<file path="src/weighted_top_k_register_picker_unit_assert.svh">
// Assertion macros used by the picker controller.
// Needs a clock and an active-high synchronous reset in the using scope.
`ifndef WEIGHTED_TOP_K_REGISTER_PICKER_UNIT_ASSERT_SVH
`define WEIGHTED_TOP_K_REGISTER_PICKER_UNIT_ASSERT_SVH

// same-cycle implication
`define WTKRP_ASSERT_IMPL(label, clk, rst, ante, cons) \
   label: assert property (@(posedge clk) disable iff (rst) (ante) |-> (cons)) \
      else $error("picker check failed (same cycle)");

// next-cycle implication
`define WTKRP_ASSERT_NEXT(label, clk, rst, ante, cons) \
   label: assert property (@(posedge clk) disable iff (rst) (ante) |=> (cons)) \
      else $error("picker check failed (next cycle)");

`endif

</file>
<file path="src/wtkrp_pkg.sv">
// Shared constants, codes and command/status types of the register picker.
// No dependencies.
package wtkrp_pkg;

   localparam int GENERAL_SLOTS = 5;
   localparam int FLOAT_SLOTS   = 4;
   localparam int MAX_LOCALS    = 1024;

   localparam int VAR_ID_W   = $clog2(MAX_LOCALS);
   localparam int TYPE_W     = 3;
   localparam int WEIGHT_W   = 32;
   localparam int SLOTCFG_W  = 3;
   localparam int REG_W      = 4;
   localparam int MASK_W     = 5;
   localparam int TOTAL_W    = 32;
   localparam int CSR_DATA_W = 32;
   localparam int CSR_ADDR_W = 4;

   localparam int GEN_CNT_W = $clog2(GENERAL_SLOTS + 1);
   localparam int FLT_CNT_W = $clog2(FLOAT_SLOTS + 1);
   localparam int SUM_W     = $clog2(GENERAL_SLOTS + FLOAT_SLOTS + 1);

   localparam logic [SLOTCFG_W-1:0] GEN_SLOTS_RESET  = SLOTCFG_W'(5);
   localparam logic [SLOTCFG_W-1:0] FLT_SLOTS_RESET  = SLOTCFG_W'(4);
   localparam logic [WEIGHT_W-1:0]  MIN_WEIGHT_RESET = WEIGHT_W'(2);

   typedef enum logic [TYPE_W-1:0] {
      TC_INTEGER = 3'd0,
      TC_POINTER = 3'd1,
      TC_FLOAT   = 3'd2,
      TC_DOUBLE  = 3'd3,
      TC_OTHER   = 3'd4
   } type_class_type;

   typedef enum logic [1:0] {
      CSR_GEN_SLOTS  = 2'd0,
      CSR_FLT_SLOTS  = 2'd1,
      CSR_MIN_WEIGHT = 2'd2
   } csr_index_type;

   typedef struct packed {
      logic insert;
      logic tally;
      logic pop;
   } cmd_type;

   typedef struct packed {
      logic last_item;
   } status_type;

endpackage

</file>
<file path="src/wtkrp_chan_if.sv">
// Request and response channel interfaces of the register picker.
// Depends on wtkrp_pkg for field widths.
interface wtkrp_req_if import wtkrp_pkg::*; ();
   logic                valid;
   logic                ready;
   logic [VAR_ID_W-1:0] var_id;
   logic [TYPE_W-1:0]   type_class;
   logic                address_taken;
   logic                volatile_type;
   logic                is_vararg_area;
   logic [WEIGHT_W-1:0] use_weight;
   logic                is_last_local;

   modport source (output valid, var_id, type_class, address_taken, volatile_type,
                   is_vararg_area, use_weight, is_last_local, input ready);
   modport sink   (input valid, var_id, type_class, address_taken, volatile_type,
                   is_vararg_area, use_weight, is_last_local, output ready);
endinterface

interface wtkrp_rsp_if import wtkrp_pkg::*; ();
   logic                valid;
   logic                ready;
   logic                has_assignment;
   logic [VAR_ID_W-1:0] assigned_var_id;
   logic [REG_W-1:0]    assigned_reg;
   logic [MASK_W-1:0]   gp_reg_mask;
   logic [TOTAL_W-1:0]  total_promoted;
   logic                last_result;

   modport source (output valid, has_assignment, assigned_var_id, assigned_reg,
                   gp_reg_mask, total_promoted, last_result, input ready);
   modport sink   (input valid, has_assignment, assigned_var_id, assigned_reg,
                   gp_reg_mask, total_promoted, last_result, output ready);
endinterface

</file>
<file path="src/wtkrp_ctrl.sv">
// Controller of the register picker: accept, tally and drain sequencing.
// Depends on wtkrp_pkg and the assertion macro header.
`include "weighted_top_k_register_picker_unit_assert.svh"

module wtkrp_ctrl import wtkrp_pkg::*; (
   input  logic       clock,
   input  logic       reset,
   input  logic       req_valid,
   input  logic       req_last,
   output logic       req_ready,
   output logic       rsp_valid,
   input  logic       rsp_ready,
   input  status_type status,
   output cmd_type    cmd
);

   typedef enum logic [2:0] {
      ST_IDLE  = 3'b001,
      ST_TALLY = 3'b010,
      ST_DRAIN = 3'b100
   } state_type;

   state_type state_ff, state_in;

   always_comb begin
      state_in   = state_ff;
      req_ready  = 1'b0;
      rsp_valid  = 1'b0;
      cmd        = '0;
      unique case (state_ff)
         ST_IDLE: begin
            req_ready  = 1'b1;
            cmd.insert = req_valid;
            if (req_valid && req_last) state_in = ST_TALLY;
         end
         ST_TALLY: begin
            cmd.tally = 1'b1;
            state_in  = ST_DRAIN;
         end
         ST_DRAIN: begin
            rsp_valid = 1'b1;
            cmd.pop   = rsp_ready;
            if (rsp_ready && status.last_item) state_in = ST_IDLE;
         end
         default: state_in = ST_IDLE;
      endcase
   end

   always_ff @(posedge clock) begin
      if (reset) begin
         state_ff <= ST_IDLE;
      end else begin
         state_ff <= state_in;
      end
   end

   `WTKRP_ASSERT_IMPL(a_no_overlap, clock, reset, rsp_valid, !req_ready)
   `WTKRP_ASSERT_NEXT(a_last_tally, clock, reset, req_valid && req_ready && req_last, state_ff == ST_TALLY)
   `WTKRP_ASSERT_NEXT(a_tally_drain, clock, reset, state_ff == ST_TALLY, rsp_valid)
   `WTKRP_ASSERT_NEXT(a_final_idle, clock, reset, rsp_valid && rsp_ready && status.last_item, req_ready)

endmodule

</file>
<file path="src/wtkrp_dp.sv">
// Datapath of the register picker: CSRs, sorted general/float lists, tally and drain.
// Depends on wtkrp_pkg.
module wtkrp_dp import wtkrp_pkg::*; (
   input  logic                  clock,
   input  logic                  reset,
   input  cmd_type               cmd,
   output status_type            status,
   input  logic [VAR_ID_W-1:0]   req_var_id,
   input  logic [TYPE_W-1:0]     req_type_class,
   input  logic                  req_address_taken,
   input  logic                  req_volatile_type,
   input  logic                  req_is_vararg_area,
   input  logic [WEIGHT_W-1:0]   req_use_weight,
   output logic                  rsp_has_assignment,
   output logic [VAR_ID_W-1:0]   rsp_assigned_var_id,
   output logic [REG_W-1:0]      rsp_assigned_reg,
   output logic [MASK_W-1:0]     rsp_gp_reg_mask,
   output logic [TOTAL_W-1:0]    rsp_total_promoted,
   output logic                  rsp_last_result,
   input  logic                  psel,
   input  logic                  penable,
   input  logic                  pwrite,
   input  logic [CSR_ADDR_W-1:0] paddr,
   input  logic [CSR_DATA_W-1:0] pwdata,
   output logic [CSR_DATA_W-1:0] prdata,
   output logic                  pready
);

   // csr
   logic [SLOTCFG_W-1:0] gen_slots_ff, flt_slots_ff;
   logic [WEIGHT_W-1:0]  min_weight_ff;
   csr_index_type        csr_idx;
   logic                 csr_wr;

   assign pready  = 1'b1;
   assign csr_idx = csr_index_type'(paddr[3:2]);
   assign csr_wr  = psel && penable && pwrite;

   always_ff @(posedge clock) begin
      if (reset) begin
         gen_slots_ff  <= GEN_SLOTS_RESET;
         flt_slots_ff  <= FLT_SLOTS_RESET;
         min_weight_ff <= MIN_WEIGHT_RESET;
      end else if (csr_wr) begin
         unique case (csr_idx)
            CSR_GEN_SLOTS:  gen_slots_ff  <= pwdata[SLOTCFG_W-1:0];
            CSR_FLT_SLOTS:  flt_slots_ff  <= pwdata[SLOTCFG_W-1:0];
            CSR_MIN_WEIGHT: min_weight_ff <= pwdata[WEIGHT_W-1:0];
            default: ;
         endcase
      end
   end

   always_comb begin
      prdata = '0;
      unique case (csr_idx)
         CSR_GEN_SLOTS:  prdata = CSR_DATA_W'(gen_slots_ff);
         CSR_FLT_SLOTS:  prdata = CSR_DATA_W'(flt_slots_ff);
         CSR_MIN_WEIGHT: prdata = CSR_DATA_W'(min_weight_ff);
         default:        prdata = '0;
      endcase
   end

   // effective slot counts
   logic [GEN_CNT_W-1:0] ng;
   logic [FLT_CNT_W-1:0] nf;

   always_comb begin
      if (int'(gen_slots_ff) > GENERAL_SLOTS) ng = GEN_CNT_W'(GENERAL_SLOTS);
      else                                    ng = GEN_CNT_W'(gen_slots_ff);
      if (int'(flt_slots_ff) > FLOAT_SLOTS)   nf = FLT_CNT_W'(FLOAT_SLOTS);
      else                                    nf = FLT_CNT_W'(flt_slots_ff);
   end

   // candidate classification
   logic qualifies, gen_cand, flt_cand;

   assign qualifies = !(req_address_taken || req_volatile_type || req_is_vararg_area)
                      && (req_use_weight >= min_weight_ff);

   always_comb begin
      gen_cand = 1'b0;
      flt_cand = 1'b0;
      case (req_type_class) inside
         TC_INTEGER, TC_POINTER: gen_cand = qualifies;
         TC_FLOAT, TC_DOUBLE:    flt_cand = qualifies;
         default: ;
      endcase
   end

   // lists
   logic [GENERAL_SLOTS-1:0] gen_v_ff, gen_v_in;
   logic [WEIGHT_W-1:0]      gen_w_ff  [GENERAL_SLOTS];
   logic [WEIGHT_W-1:0]      gen_w_in  [GENERAL_SLOTS];
   logic [VAR_ID_W-1:0]      gen_id_ff [GENERAL_SLOTS];
   logic [VAR_ID_W-1:0]      gen_id_in [GENERAL_SLOTS];
   logic [GENERAL_SLOTS-1:0] gen_hit, gen_before, gen_nmask;

   logic [FLOAT_SLOTS-1:0]   flt_v_ff, flt_v_in;
   logic [WEIGHT_W-1:0]      flt_w_ff  [FLOAT_SLOTS];
   logic [WEIGHT_W-1:0]      flt_w_in  [FLOAT_SLOTS];
   logic [VAR_ID_W-1:0]      flt_id_ff [FLOAT_SLOTS];
   logic [VAR_ID_W-1:0]      flt_id_in [FLOAT_SLOTS];
   logic [FLOAT_SLOTS-1:0]   flt_hit, flt_before, flt_nmask;

   // drain bookkeeping
   logic [GEN_CNT_W-1:0] gp_ff, gp_now, g_idx_ff;
   logic [FLT_CNT_W-1:0] fc_ff, fc_now, f_idx_ff;
   logic [MASK_W-1:0]    mask_ff, mask_now;
   logic [TOTAL_W-1:0]   total_ff;
   logic                 g_sel, has_any, is_last;
   logic [SUM_W-1:0]     sum_all, sum_done, reg_no;

   always_comb begin
      logic run_g, run_f;
      run_g = 1'b0;
      run_f = 1'b0;
      for (int j = 0; j < GENERAL_SLOTS; j++) begin
         gen_nmask[j]  = (j < int'(ng));
         gen_hit[j]    = gen_nmask[j] && (!gen_v_ff[j] || req_use_weight > gen_w_ff[j]);
         gen_before[j] = run_g;
         run_g         = run_g | gen_hit[j];
      end
      for (int j = 0; j < FLOAT_SLOTS; j++) begin
         flt_nmask[j]  = (j < int'(nf));
         flt_hit[j]    = flt_nmask[j] && (!flt_v_ff[j] || req_use_weight > flt_w_ff[j]);
         flt_before[j] = run_f;
         run_f         = run_f | flt_hit[j];
      end
   end

   assign gp_now = GEN_CNT_W'($countones(gen_v_ff & gen_nmask));
   assign fc_now = FLT_CNT_W'($countones(flt_v_ff & flt_nmask));

   always_comb begin
      for (int i = 0; i < MASK_W; i++) mask_now[i] = (i < int'(gp_now));
   end

   assign g_sel    = (g_idx_ff < gp_ff);
   assign sum_all  = SUM_W'(gp_ff) + SUM_W'(fc_ff);
   assign sum_done = SUM_W'(g_idx_ff) + SUM_W'(f_idx_ff) + SUM_W'(1);
   assign has_any  = (sum_all != '0);
   assign is_last  = !has_any || (sum_done == sum_all);
   assign reg_no   = g_sel ? SUM_W'(g_idx_ff) : SUM_W'(GENERAL_SLOTS) + SUM_W'(f_idx_ff);

   always_comb begin
      gen_v_in  = gen_v_ff;
      gen_w_in  = gen_w_ff;
      gen_id_in = gen_id_ff;
      flt_v_in  = flt_v_ff;
      flt_w_in  = flt_w_ff;
      flt_id_in = flt_id_ff;
      if (cmd.insert && gen_cand) begin
         for (int j = 1; j < GENERAL_SLOTS; j++) begin
            if (gen_before[j] && gen_nmask[j]) begin
               gen_v_in[j]  = gen_v_ff[j-1];
               gen_w_in[j]  = gen_w_ff[j-1];
               gen_id_in[j] = gen_id_ff[j-1];
            end
         end
         for (int j = 0; j < GENERAL_SLOTS; j++) begin
            if (gen_hit[j] && !gen_before[j]) begin
               gen_v_in[j]  = 1'b1;
               gen_w_in[j]  = req_use_weight;
               gen_id_in[j] = req_var_id;
            end
         end
      end
      if (cmd.insert && flt_cand) begin
         for (int j = 1; j < FLOAT_SLOTS; j++) begin
            if (flt_before[j] && flt_nmask[j]) begin
               flt_v_in[j]  = flt_v_ff[j-1];
               flt_w_in[j]  = flt_w_ff[j-1];
               flt_id_in[j] = flt_id_ff[j-1];
            end
         end
         for (int j = 0; j < FLOAT_SLOTS; j++) begin
            if (flt_hit[j] && !flt_before[j]) begin
               flt_v_in[j]  = 1'b1;
               flt_w_in[j]  = req_use_weight;
               flt_id_in[j] = req_var_id;
            end
         end
      end
      if (cmd.pop) begin
         // heads shift out one per response
         if (g_sel) begin
            gen_v_in = gen_v_ff >> 1;
            for (int j = 0; j < GENERAL_SLOTS - 1; j++) begin
               gen_w_in[j]  = gen_w_ff[j+1];
               gen_id_in[j] = gen_id_ff[j+1];
            end
         end else begin
            flt_v_in = flt_v_ff >> 1;
            for (int j = 0; j < FLOAT_SLOTS - 1; j++) begin
               flt_w_in[j]  = flt_w_ff[j+1];
               flt_id_in[j] = flt_id_ff[j+1];
            end
         end
         if (is_last) begin
            gen_v_in = '0;
            flt_v_in = '0;
         end
      end
   end

   always_ff @(posedge clock) begin
      gen_w_ff  <= gen_w_in;
      gen_id_ff <= gen_id_in;
      flt_w_ff  <= flt_w_in;
      flt_id_ff <= flt_id_in;
      if (reset) begin
         gen_v_ff <= '0;
         flt_v_ff <= '0;
         gp_ff    <= '0;
         fc_ff    <= '0;
         g_idx_ff <= '0;
         f_idx_ff <= '0;
         mask_ff  <= '0;
         total_ff <= '0;
      end else begin
         gen_v_ff <= gen_v_in;
         flt_v_ff <= flt_v_in;
         if (cmd.tally) begin
            gp_ff    <= gp_now;
            fc_ff    <= fc_now;
            g_idx_ff <= '0;
            f_idx_ff <= '0;
            mask_ff  <= mask_now;
            total_ff <= total_ff + TOTAL_W'(gp_now) + TOTAL_W'(fc_now);
         end else if (cmd.pop && has_any) begin
            if (g_sel) g_idx_ff <= g_idx_ff + GEN_CNT_W'(1);
            else       f_idx_ff <= f_idx_ff + FLT_CNT_W'(1);
         end
      end
   end

   assign rsp_has_assignment  = has_any;
   assign rsp_assigned_var_id = !has_any ? '0 : (g_sel ? gen_id_ff[0] : flt_id_ff[0]);
   assign rsp_assigned_reg    = has_any ? REG_W'(reg_no) : '0;
   assign rsp_gp_reg_mask     = mask_ff;
   assign rsp_total_promoted  = total_ff;
   assign rsp_last_result     = is_last;
   assign status.last_item    = is_last;

endmodule

</file>
<file path="src/weighted_top_k_register_picker_unit.sv">
// Top level of the weighted top-k register picker: request/response channels and APB CSRs.
// Sequence: requests are accepted in the idle state; the last request of a function leads
// to the tally state, then one response per chosen variable (at least one), up to nine.
// Throughput: one request per cycle while idle (compare-and-shift list insert); the drain
// pops one head per cycle when rsp_ready is high; requests wait until the final response.
// Reset (synchronous): lists empty, total zero, CSRs 5 / 4 / 2; no clearing pass.
module weighted_top_k_register_picker_unit import wtkrp_pkg::*; (
   input  logic                  clock,
   input  logic                  reset,
   wtkrp_req_if.sink             req_ch,
   wtkrp_rsp_if.source           rsp_ch,
   input  logic                  psel,
   input  logic                  penable,
   input  logic                  pwrite,
   input  logic [CSR_ADDR_W-1:0] paddr,
   input  logic [CSR_DATA_W-1:0] pwdata,
   output logic [CSR_DATA_W-1:0] prdata,
   output logic                  pready
);

   cmd_type    cmd;
   status_type status;

   wtkrp_ctrl u_ctrl (
      .clock     (clock),
      .reset     (reset),
      .req_valid (req_ch.valid),
      .req_last  (req_ch.is_last_local),
      .req_ready (req_ch.ready),
      .rsp_valid (rsp_ch.valid),
      .rsp_ready (rsp_ch.ready),
      .status    (status),
      .cmd       (cmd)
   );

   wtkrp_dp u_dp (
      .clock               (clock),
      .reset               (reset),
      .cmd                 (cmd),
      .status              (status),
      .req_var_id          (req_ch.var_id),
      .req_type_class      (req_ch.type_class),
      .req_address_taken   (req_ch.address_taken),
      .req_volatile_type   (req_ch.volatile_type),
      .req_is_vararg_area  (req_ch.is_vararg_area),
      .req_use_weight      (req_ch.use_weight),
      .rsp_has_assignment  (rsp_ch.has_assignment),
      .rsp_assigned_var_id (rsp_ch.assigned_var_id),
      .rsp_assigned_reg    (rsp_ch.assigned_reg),
      .rsp_gp_reg_mask     (rsp_ch.gp_reg_mask),
      .rsp_total_promoted  (rsp_ch.total_promoted),
      .rsp_last_result     (rsp_ch.last_result),
      .psel                (psel),
      .penable             (penable),
      .pwrite              (pwrite),
      .paddr               (paddr),
      .pwdata              (pwdata),
      .prdata              (prdata),
      .pready              (pready)
   );

endmodule

</file>
<file path="src/flat_wrapper.sv">
// flat-port wrapper written by rule: the top's interface ports become plain ports
module weighted_top_k_register_picker_unit_flat import wtkrp_pkg::*;
  (clock, reset, psel, penable, pwrite, paddr, pwdata, prdata, pready, req_ch_valid, req_ch_var_id, req_ch_type_class, req_ch_address_taken, req_ch_volatile_type, req_ch_is_vararg_area, req_ch_use_weight, req_ch_is_last_local, req_ch_ready, rsp_ch_valid, rsp_ch_has_assignment, rsp_ch_assigned_var_id, rsp_ch_assigned_reg, rsp_ch_gp_reg_mask, rsp_ch_total_promoted, rsp_ch_last_result, rsp_ch_ready);
  wtkrp_req_if req_ch_i ();
  wtkrp_rsp_if rsp_ch_i ();
  input  logic clock;
  input  logic reset;
  input  logic psel;
  input  logic penable;
  input  logic pwrite;
  input  logic [CSR_ADDR_W-1:0] paddr;
  input  logic [CSR_DATA_W-1:0] pwdata;
  output logic [CSR_DATA_W-1:0] prdata;
  output logic pready;
  input wire logic [$bits(req_ch_i.valid)-1:0] req_ch_valid;
  input wire logic [$bits(req_ch_i.var_id)-1:0] req_ch_var_id;
  input wire logic [$bits(req_ch_i.type_class)-1:0] req_ch_type_class;
  input wire logic [$bits(req_ch_i.address_taken)-1:0] req_ch_address_taken;
  input wire logic [$bits(req_ch_i.volatile_type)-1:0] req_ch_volatile_type;
  input wire logic [$bits(req_ch_i.is_vararg_area)-1:0] req_ch_is_vararg_area;
  input wire logic [$bits(req_ch_i.use_weight)-1:0] req_ch_use_weight;
  input wire logic [$bits(req_ch_i.is_last_local)-1:0] req_ch_is_last_local;
  output wire logic [$bits(req_ch_i.ready)-1:0] req_ch_ready;
  output wire logic [$bits(rsp_ch_i.valid)-1:0] rsp_ch_valid;
  output wire logic [$bits(rsp_ch_i.has_assignment)-1:0] rsp_ch_has_assignment;
  output wire logic [$bits(rsp_ch_i.assigned_var_id)-1:0] rsp_ch_assigned_var_id;
  output wire logic [$bits(rsp_ch_i.assigned_reg)-1:0] rsp_ch_assigned_reg;
  output wire logic [$bits(rsp_ch_i.gp_reg_mask)-1:0] rsp_ch_gp_reg_mask;
  output wire logic [$bits(rsp_ch_i.total_promoted)-1:0] rsp_ch_total_promoted;
  output wire logic [$bits(rsp_ch_i.last_result)-1:0] rsp_ch_last_result;
  input wire logic [$bits(rsp_ch_i.ready)-1:0] rsp_ch_ready;
  assign req_ch_i.valid = req_ch_valid;
  assign req_ch_i.var_id = req_ch_var_id;
  assign req_ch_i.type_class = req_ch_type_class;
  assign req_ch_i.address_taken = req_ch_address_taken;
  assign req_ch_i.volatile_type = req_ch_volatile_type;
  assign req_ch_i.is_vararg_area = req_ch_is_vararg_area;
  assign req_ch_i.use_weight = req_ch_use_weight;
  assign req_ch_i.is_last_local = req_ch_is_last_local;
  assign req_ch_ready = req_ch_i.ready;
  assign rsp_ch_valid = rsp_ch_i.valid;
  assign rsp_ch_has_assignment = rsp_ch_i.has_assignment;
  assign rsp_ch_assigned_var_id = rsp_ch_i.assigned_var_id;
  assign rsp_ch_assigned_reg = rsp_ch_i.assigned_reg;
  assign rsp_ch_gp_reg_mask = rsp_ch_i.gp_reg_mask;
  assign rsp_ch_total_promoted = rsp_ch_i.total_promoted;
  assign rsp_ch_last_result = rsp_ch_i.last_result;
  assign rsp_ch_i.ready = rsp_ch_ready;
  weighted_top_k_register_picker_unit u_core (.clock(clock), .reset(reset), .req_ch(req_ch_i), .rsp_ch(rsp_ch_i), .psel(psel), .penable(penable), .pwrite(pwrite), .paddr(paddr), .pwdata(pwdata), .prdata(prdata), .pready(pready));
endmodule
</file>
<file path="config.mk">
export PLATFORM = sky130hd
export DESIGN_NAME = weighted_top_k_register_picker_unit_flat
export DESIGN_NICKNAME = d
export VERILOG_FILES = /design/src/wtkrp_pkg.sv /design/src/wtkrp_chan_if.sv /design/src/wtkrp_ctrl.sv /design/src/wtkrp_dp.sv /design/src/weighted_top_k_register_picker_unit.sv /design/src/flat_wrapper.sv
export VERILOG_INCLUDE_DIRS = /design/src /design/src/src
export SDC_FILE = /design/constraint.sdc
export NUM_CORES = 2
export LEC_CHECK = 0
export ABC_CLOCK_PERIOD_IN_PS = 5970
export BUFFER_PORTS_ARGS = -buffer_cell sky130_fd_sc_hd__buf_2
export CAP_MARGIN = 20
export CORE_MARGIN = 2
export CORE_UTILIZATION = 62
export DETAILED_ROUTE_END_ITERATION = 10
export PLACE_DENSITY = 0.83
export SLEW_MARGIN = 15
export SYNTH_ARGS = -nofsm -noshare
export SYNTH_HDL_FRONTEND = slang
export SYNTH_HIERARCHICAL = 1
export SYNTH_SLANG_ARGS = --single-unit
</file>
<file path="constraint.sdc">
create_clock -name clock -period 5.97 [get_ports clock]
set_clock_uncertainty 0.05 [all_clocks]
set_input_delay 0.2985 -clock clock [delete_from_list [all_inputs] [get_ports clock]]
set_output_delay 0.2985 -clock clock [all_outputs]
set_load 0.02 [all_outputs]
</file>
* Word level (Yosys, flattened, before mapping)
Index checks and enable logic that the tools add are counted.
Storage, ports and cells: flip-flop bits (word level) 477, word-level logic and storage cells 254, input port bits 92, output and inout bits 88
Cells by class: bitwise gates (word level) 8, $add $sub $neg 15, $lt $le $gt $ge 27, reduce and logical (&&, ||, !) cells 77, equal/unequal tests 11, mux-type cells 86
Operator list (count):
- 32-bit two-way mux | 16
- 128-bit two-way mux | 3
- 32-bit greater-than comparator | 9
- 96-bit two-way mux | 2
- 10-bit two-way mux | 18
- 160-bit two-way mux | 1
- 40-bit two-way mux | 3
- 32-bit one-hot mux with 3 select lines | 1
- 32-bit by 3-bit adder with 32-bit output | 2
- 30-bit two-way mux | 2
- 50-bit two-way mux | 1
- 32-bit >= comparator | 1
- 1-bit logical AND | 31
- 1-bit two-way mux | 24
- 4-bit two-way mux | 6
- 5-bit two-way mux | 4
- 1-bit logical NOT | 18
- 1-bit by 3-bit less-than comparator with 1-bit output, first input constant | 6
- 2-bit by 3-bit less-than comparator with 1-bit output, first input constant | 6
- 2-bit AND reduction | 8
- 1-bit logical OR | 12
- 3-bit two-way mux | 4
- 3-bit by 2-bit == test with 1-bit output, second input constant | 3
- 3-bit one-hot mux with 3 select lines | 1
- 25 further kinds | 42

* Depth between registers and ports, before layout
word-level depth 14, depth in mapped cells 21, gate-level depth less buffers 20

* Hierarchy
The synthesis kept the hierarchy.
Modules (own cells, without submodules):
- wtkrp_dp | cells each 3516, instances 1, area an instance 29992.5 um^2, sequential area each 10309.9 um^2
- wtkrp_ctrl | cells each 17, instances 1, area an instance 161.4 um^2, sequential area each 60.1 um^2

* Worst setup path after synthesis
No wires, ideal clock.
kind input port to flip-flop, start input req_ch_use_weight[0], end register u_core/u_dp/flt_id_ff[0] (netlist bit), enable pin, slack 0.699 ns, data arrival time 4.766 ns, library setup time 0.455 ns, required time 5.465 ns, cell stages on the path 13, buffers on the path 2, path through clkbuf_1 -> inv_1 -> ha_1 -> nor2b_1 -> o211ai_1 -> a21boi_0 -> or4b_1 -> a32oi_1 -> o21ai_0 -> nor2b_1 -> nand3_1 -> clkbuf_1 -> a21oi_1
Between the ends: word-level cells in the longest chain between the ends 9, elaborated cells on any way between the ends 24, classes of those cells order compare: 5; mux: 2; bitwise: 2; reduce/logical: 15
RTL lines:
- from (decl) | line flat_wrapper.sv:21 | input wire logic [$bits(req_ch_i.use_weight)-1:0] req_ch_use_weight;
- 32-bit greater-than comparator | line wtkrp_dp.sv:126 | flt_hit[j] = flt_nmask[j] && (!flt_v_ff[j] || req_use_weight > flt_w_ff[j]);
- 1-bit logical OR | line wtkrp_dp.sv:126
- 1-bit logical AND | line wtkrp_dp.sv:126
- 1-bit bitwise OR (2 in a row) | line wtkrp_dp.sv:128 | run_f = run_f | flt_hit[j];
- 1-bit logical NOT | line wtkrp_dp.sv:178 | if (flt_hit[j] && !flt_before[j]) begin
- 1-bit logical AND | line wtkrp_dp.sv:178
- 2-bit nonzero test (no source line)
- 2-bit AND reduction (no source line) (*)
- to (signal assigned) | line wtkrp_dp.sv:211 | flt_id_ff <= flt_id_in;
- to (decl) | line wtkrp_dp.sv:102 | logic [VAR_ID_W-1:0] flt_id_ff [FLOAT_SLOTS];
Mark *: on every way between the ends. The rest lies on a longest branch, timed or not. A chain may end at the register's enable or synchronous reset.

* Worst setup path after layout
start register u_core.u_dp.gen_slots_ff[1], end register u_core.u_dp.total_ff[29], in the netlist u_core/u_dp/rsp_total_promoted[29]
Between the ends: word-level cells in the longest chain between the ends 9, elaborated cells on any way between the ends 14, classes of those cells add/sub: 6; order compare: 6; mux: 1; bitwise: 1
RTL lines:
- from (decl) | line wtkrp_dp.sv:30 | logic [SLOTCFG_W-1:0] gen_slots_ff, flt_slots_ff;
- from (signal assigned) | line wtkrp_dp.sv:46 | CSR_GEN_SLOTS: gen_slots_ff <= pwdata[SLOTCFG_W-1:0];
- 3-bit greater-than comparator | line wtkrp_dp.sv:69 | if (int'(gen_slots_ff) > GENERAL_SLOTS) ng = GEN_CNT_W'(GENERAL_SLOTS);
- 3-bit two-way mux (*) | line wtkrp_dp.sv:69
- 1-bit by 3-bit less-than comparator with 1-bit output / 2-bit by 3-bit less-than comparator with 1-bit output (equally long branches) | line wtkrp_dp.sv:119 | gen_nmask[j] = (j < int'(ng));
- 5-bit AND (*) | line wtkrp_dp.sv:132 | assign gp_now = GEN_CNT_W'($countones(gen_v_ff & gen_nmask));
- 1-bit by 1-bit adder with 2-bit output (implied by the code) | line wtkrp_dp.sv:132
- 2-bit by 2-bit adder with 3-bit output (implied by the code) | line wtkrp_dp.sv:132
- 3-bit by 1-bit adder with 3-bit output (implied by the code) (*) | line wtkrp_dp.sv:132
- named net u_core.u_dp.gp_now[1] | line wtkrp_dp.sv:107 | logic [GEN_CNT_W-1:0] gp_ff, gp_now, g_idx_ff;
- 32-bit by 3-bit adder with 32-bit output (*) (2 in a row) | line wtkrp_dp.sv:230 | total_ff <= total_ff + TOTAL_W'(gp_now) + TOTAL_W'(fc_now);
- to (signal assigned) | line wtkrp_dp.sv:230
- to (decl) | line wtkrp_dp.sv:110 | logic [TOTAL_W-1:0] total_ff;
Mark *: on every way through the listed nets, which the timed path passes. The rest lies on a longest branch.

==> results.yml <==
synth:
  synth_seq_cells: 476
  syn_inst: 3533
  synth_top_area_cell: "dfxtp_1"
  synth_top_area_share_pct: 26.02
  yosysSeqAreaShare_pct: 34.39
  synthTopCellsByArea: "dfxtp_1 26%, ha_1 14%, edfxtp_1 8.4%"
  synth-edff-count: 84
  synth_area_per_cell_um2: 8.535
  syn_nets: 3972
  ys.flop_type: "dfxtp_1"
  syn_area_um2: 30150
  yosys_warnings: 6
  ys_types: 80
  synth-async-reset-ratio_pct: 0
timing:
  setup_violations: 0
  maxSlewHeadroom_pct: 26.30
  drv_slew: 0
  rsz0062_at_grt: "false"
  fin_crit_sh_pct: 89.09
  setup_tns_ns: 0
  worst_pin_slew_ns: 1.101
  hold_viol: 0
  fin_crit_ns: 5.319
  max_clock_freq_mhz: 188.0
floorplanning:
  fp.dieW_um: 224.5
  core_area_um2: 47850
  dieArea_um2: 50420
  start_util_pct: 63.02
  std_cell_rows: 80
  dieHeight_um: 224.5
  ioPinCount: 180
worst_setup_path:
  rrSetupSlack_ns: 0.65
  slowest_delay_ns: 0.54
  crit_fanout: 6
  critPathCapture: "u_core/u_dp/rsp_total_promoted[29]$_SDFFE_PP0P_"
  crit_required_ns: 6.47
  end_kind: "flop"
  reg2reg_from: "u_core/u_dp/gen_slots_ff[1]$_SDFFE_PP0P_"
  start_kind: "flop"
  reg2reg_to: "u_core/u_dp/rsp_total_promoted[29]$_SDFFE_PP0P_"
  critPathSlowestCell: "fa_1"
  cp-startpoint: "u_core/u_dp/gen_slots_ff[1]$_SDFFE_PP0P_"
  worstPathCellList: "or2_2 -> nor2_1 -> buf_4 -> nor2b_1 -> fa_1 -> fa_1 -> inv_1 -> ha_1 -> inv_1 -> fa_1 -> inv_1 -> ha_1 -> fa_1 -> a21oi_1 -> and4b_1 -> nand2b_1 -> or3_1 -> nor2_1 -> nand2_1 -> or3_1 -> a21oi_1"
  crit_type: "reg -> reg"
  cp.arrival_ns: 5.82
  reg2reg_depth: 21
  crit_top_cell: "fa_1"
drt:
  drc_errors: 0
  ant_nets: 0
  first_pass_iters: 10
  drt-total-wl_um: 87300
  via_count: 27670
  wire_per_inst_um: 20.47
  first_iter_violations: 3201
  viasPerCell: 6.488
grt:
  grt_pass1_wl_um: 138000
  grtUsageTotal_pct: 33.76
  antenna_found_initial: 2
  grt_start_max_net_pins: 120
  grt_overflow: 0
  grt_pass1_vias: 26730
cts:
  cts_buffers: 52
  cts_hold_buffers: 33
  htreeDepth: 2
  cts_sinks: 476
  cts_setup_buffers: 0
  cts_resized: 0
  clk_latency_ns: 0.62
  clk_pin_slew_ns: 0.06
  cts_tree: "yes"
  cts-root-buf: "clkbuf_16"
  clockBufferDepth: 3
finish:
  final_core_util_pct: 69.94
  antenna_cells: 0
  layout.nets: 4047
  layout_commonest_cell: "dfxtp_1"
  drive_above_1_share_pct: 12.05
  area_delta_synth_final_pct: 10.98
  nFillCells: 3725
  final_cell_mix: "392 x dfxtp_1, 360 x nand2_1, 349 x inv_1, 338 x ha_1, 247 x a21oi_1"
placement:
  gp_congestion: 0.9370
  dp.final_hpwl_um: 57730
  numPortBuffers: 175
job:
  cap_violations: 0
hold_path:
  min_path_type: "in -> reg"
power:
  power_per_cell_area_nw_per_um2: 277.7
  leakage_nw: 13.83
  vdd_drop_max_mv: 0.2631
run_status:
  outcome: "finished clean"
-- per-layer routing --
| metal | GRT usage [%] | wire (µm) |
|---|---|---|
| met1 | 44.02 | 35860 |
| met2 | 54.68 | 39850 |
| met5 | 0 | 22 |
| met4 | 16.39 | 3805 |
| met3 | 5.460 | 7754 |
-- cells in the mapped netlist (all sizes together) (18+ instances only) --
cell	number
clkbuf	183
o22ai	69
o31ai	46
a31oi	72
a21o	41
nand2	363
o211ai	43
a222oi	23
and2	39
a22oi	90
a221oi	63
and3	27
nand4	65
mux2	83
nor2b	27
inv	349
mux2i	112
nor2	177
buf	59
edfxtp	84
dfxtp	392
a21oi	249
nand3	86
ha	338
xor2	18
nor3	27
o21ai	212
-- through the flow --
stage               setup WS, ns  std cells  hold slack (ns)  total power [mW]  instance area, µm²
floorplan                 0.6992       3533           0.3664             5.262               30150
global placement          0.8111       4134           0.4002             5.716               31260
detailed placement        0.7426       4134           0.4055             5.802               31260
CTS                       0.7186       4263         0.003277             9.260               33430
global route              0.3567       4265          0.04389             9.710               33460
finish                    0.6513       4265          0.02741             9.292               33460
-- final cells by class --
cell class | instances | area, µm² | share of cell area [%]
timing repair buffer | 263 | 1652 | 4.935
multi-input combinational | 2466 | 17530 | 52.38
sequential | 476 | 10370 | 30.99
clock buffer | 73 | 1541 | 4.606
tap | 615 | 769.5 | 2.299
inverter | 349 | 1310 | 3.915
clock inverter | 23 | 294.0 | 0.8786
-- worst max-delay path: cells and delay by family, from the launching register on --
| family | cells | cell delay, ns |
|---|---|---|
| AO/OA/AOI/OAI | 2 | 0.21 |
| adder cells (fa/ha/maj) | 6 | 2.13 |
| buffers and inverters | 4 | 0.41 |
| flip-flops | 1 | 0.35 |
| AND/OR/NAND/NOR | 9 | 2.10 |
-- flip-flops by register name, indices dropped and copies added, names as in the netlist, 4 cells and up --
name and cells:
u_core/u_dp/flt_id_ff 40, u_core/u_dp/flt_v_ff 4, u_core/u_dp/flt_w_ff 128, u_core/u_dp/gen_id_ff 50, u_core/u_dp/gen_v_ff 5, u_core/u_dp/gen_w_ff 160
u_core/u_dp/min_weight_ff 32, u_core/u_dp/rsp_gp_reg_mask 5, u_core/u_dp/rsp_total_promoted 32
-- worst min path at each step --
stage / start / end / slack (ns) / cells past startpoint
2_1_floorplan: pwdata[0] / u_core/u_dp/gen_slots_ff[0]$_SDFFE_PP1P_ / 0.37 / 1
4_1_cts: paddr[2] / u_core/u_dp/flt_slots_ff[0]$_SDFFE_PP0P_ / 0.003 / 3
3_3_place_gp: u_core/u_dp/flt_w_ff[63]$_DFF_P_ / u_core/u_dp/flt_w_ff[63]$_DFF_P_ / 0.40 / 2
6_report: paddr[2] / u_core/u_dp/flt_slots_ff[0]$_SDFFE_PP0P_ / 0.03 / 3
3_5_place_dp: u_core/u_dp/gen_id_ff[31]$_DFF_P_ / u_core/u_dp/gen_id_ff[41]$_DFF_P_ / 0.41 / 2
5_1_grt: paddr[2] / u_core/u_dp/flt_slots_ff[0]$_SDFFE_PP0P_ / 0.04 / 3
-- report_power, final --
group / internal (mW) / switching, mW / total [mW]
Clock: 2.03 / 1.42 / 3.45
Combinational: 0.808 / 1.05 / 1.86
Sequential: 3.67 / 0.314 / 3.99
-- kinds of logic after synthesis --
group	count (synthesis)	share of synthesized area (%)
compound gates	1001	21.43
simple gates	891	13.92
buf+inv	591	7.909
flops	476	34.39
fa+ha+maj	347	14.62
mux	195	6.817
xor+xnor	31	0.9004
other cells	1	0.01244
Note: power is estimated with default switching activity, not from simulation.
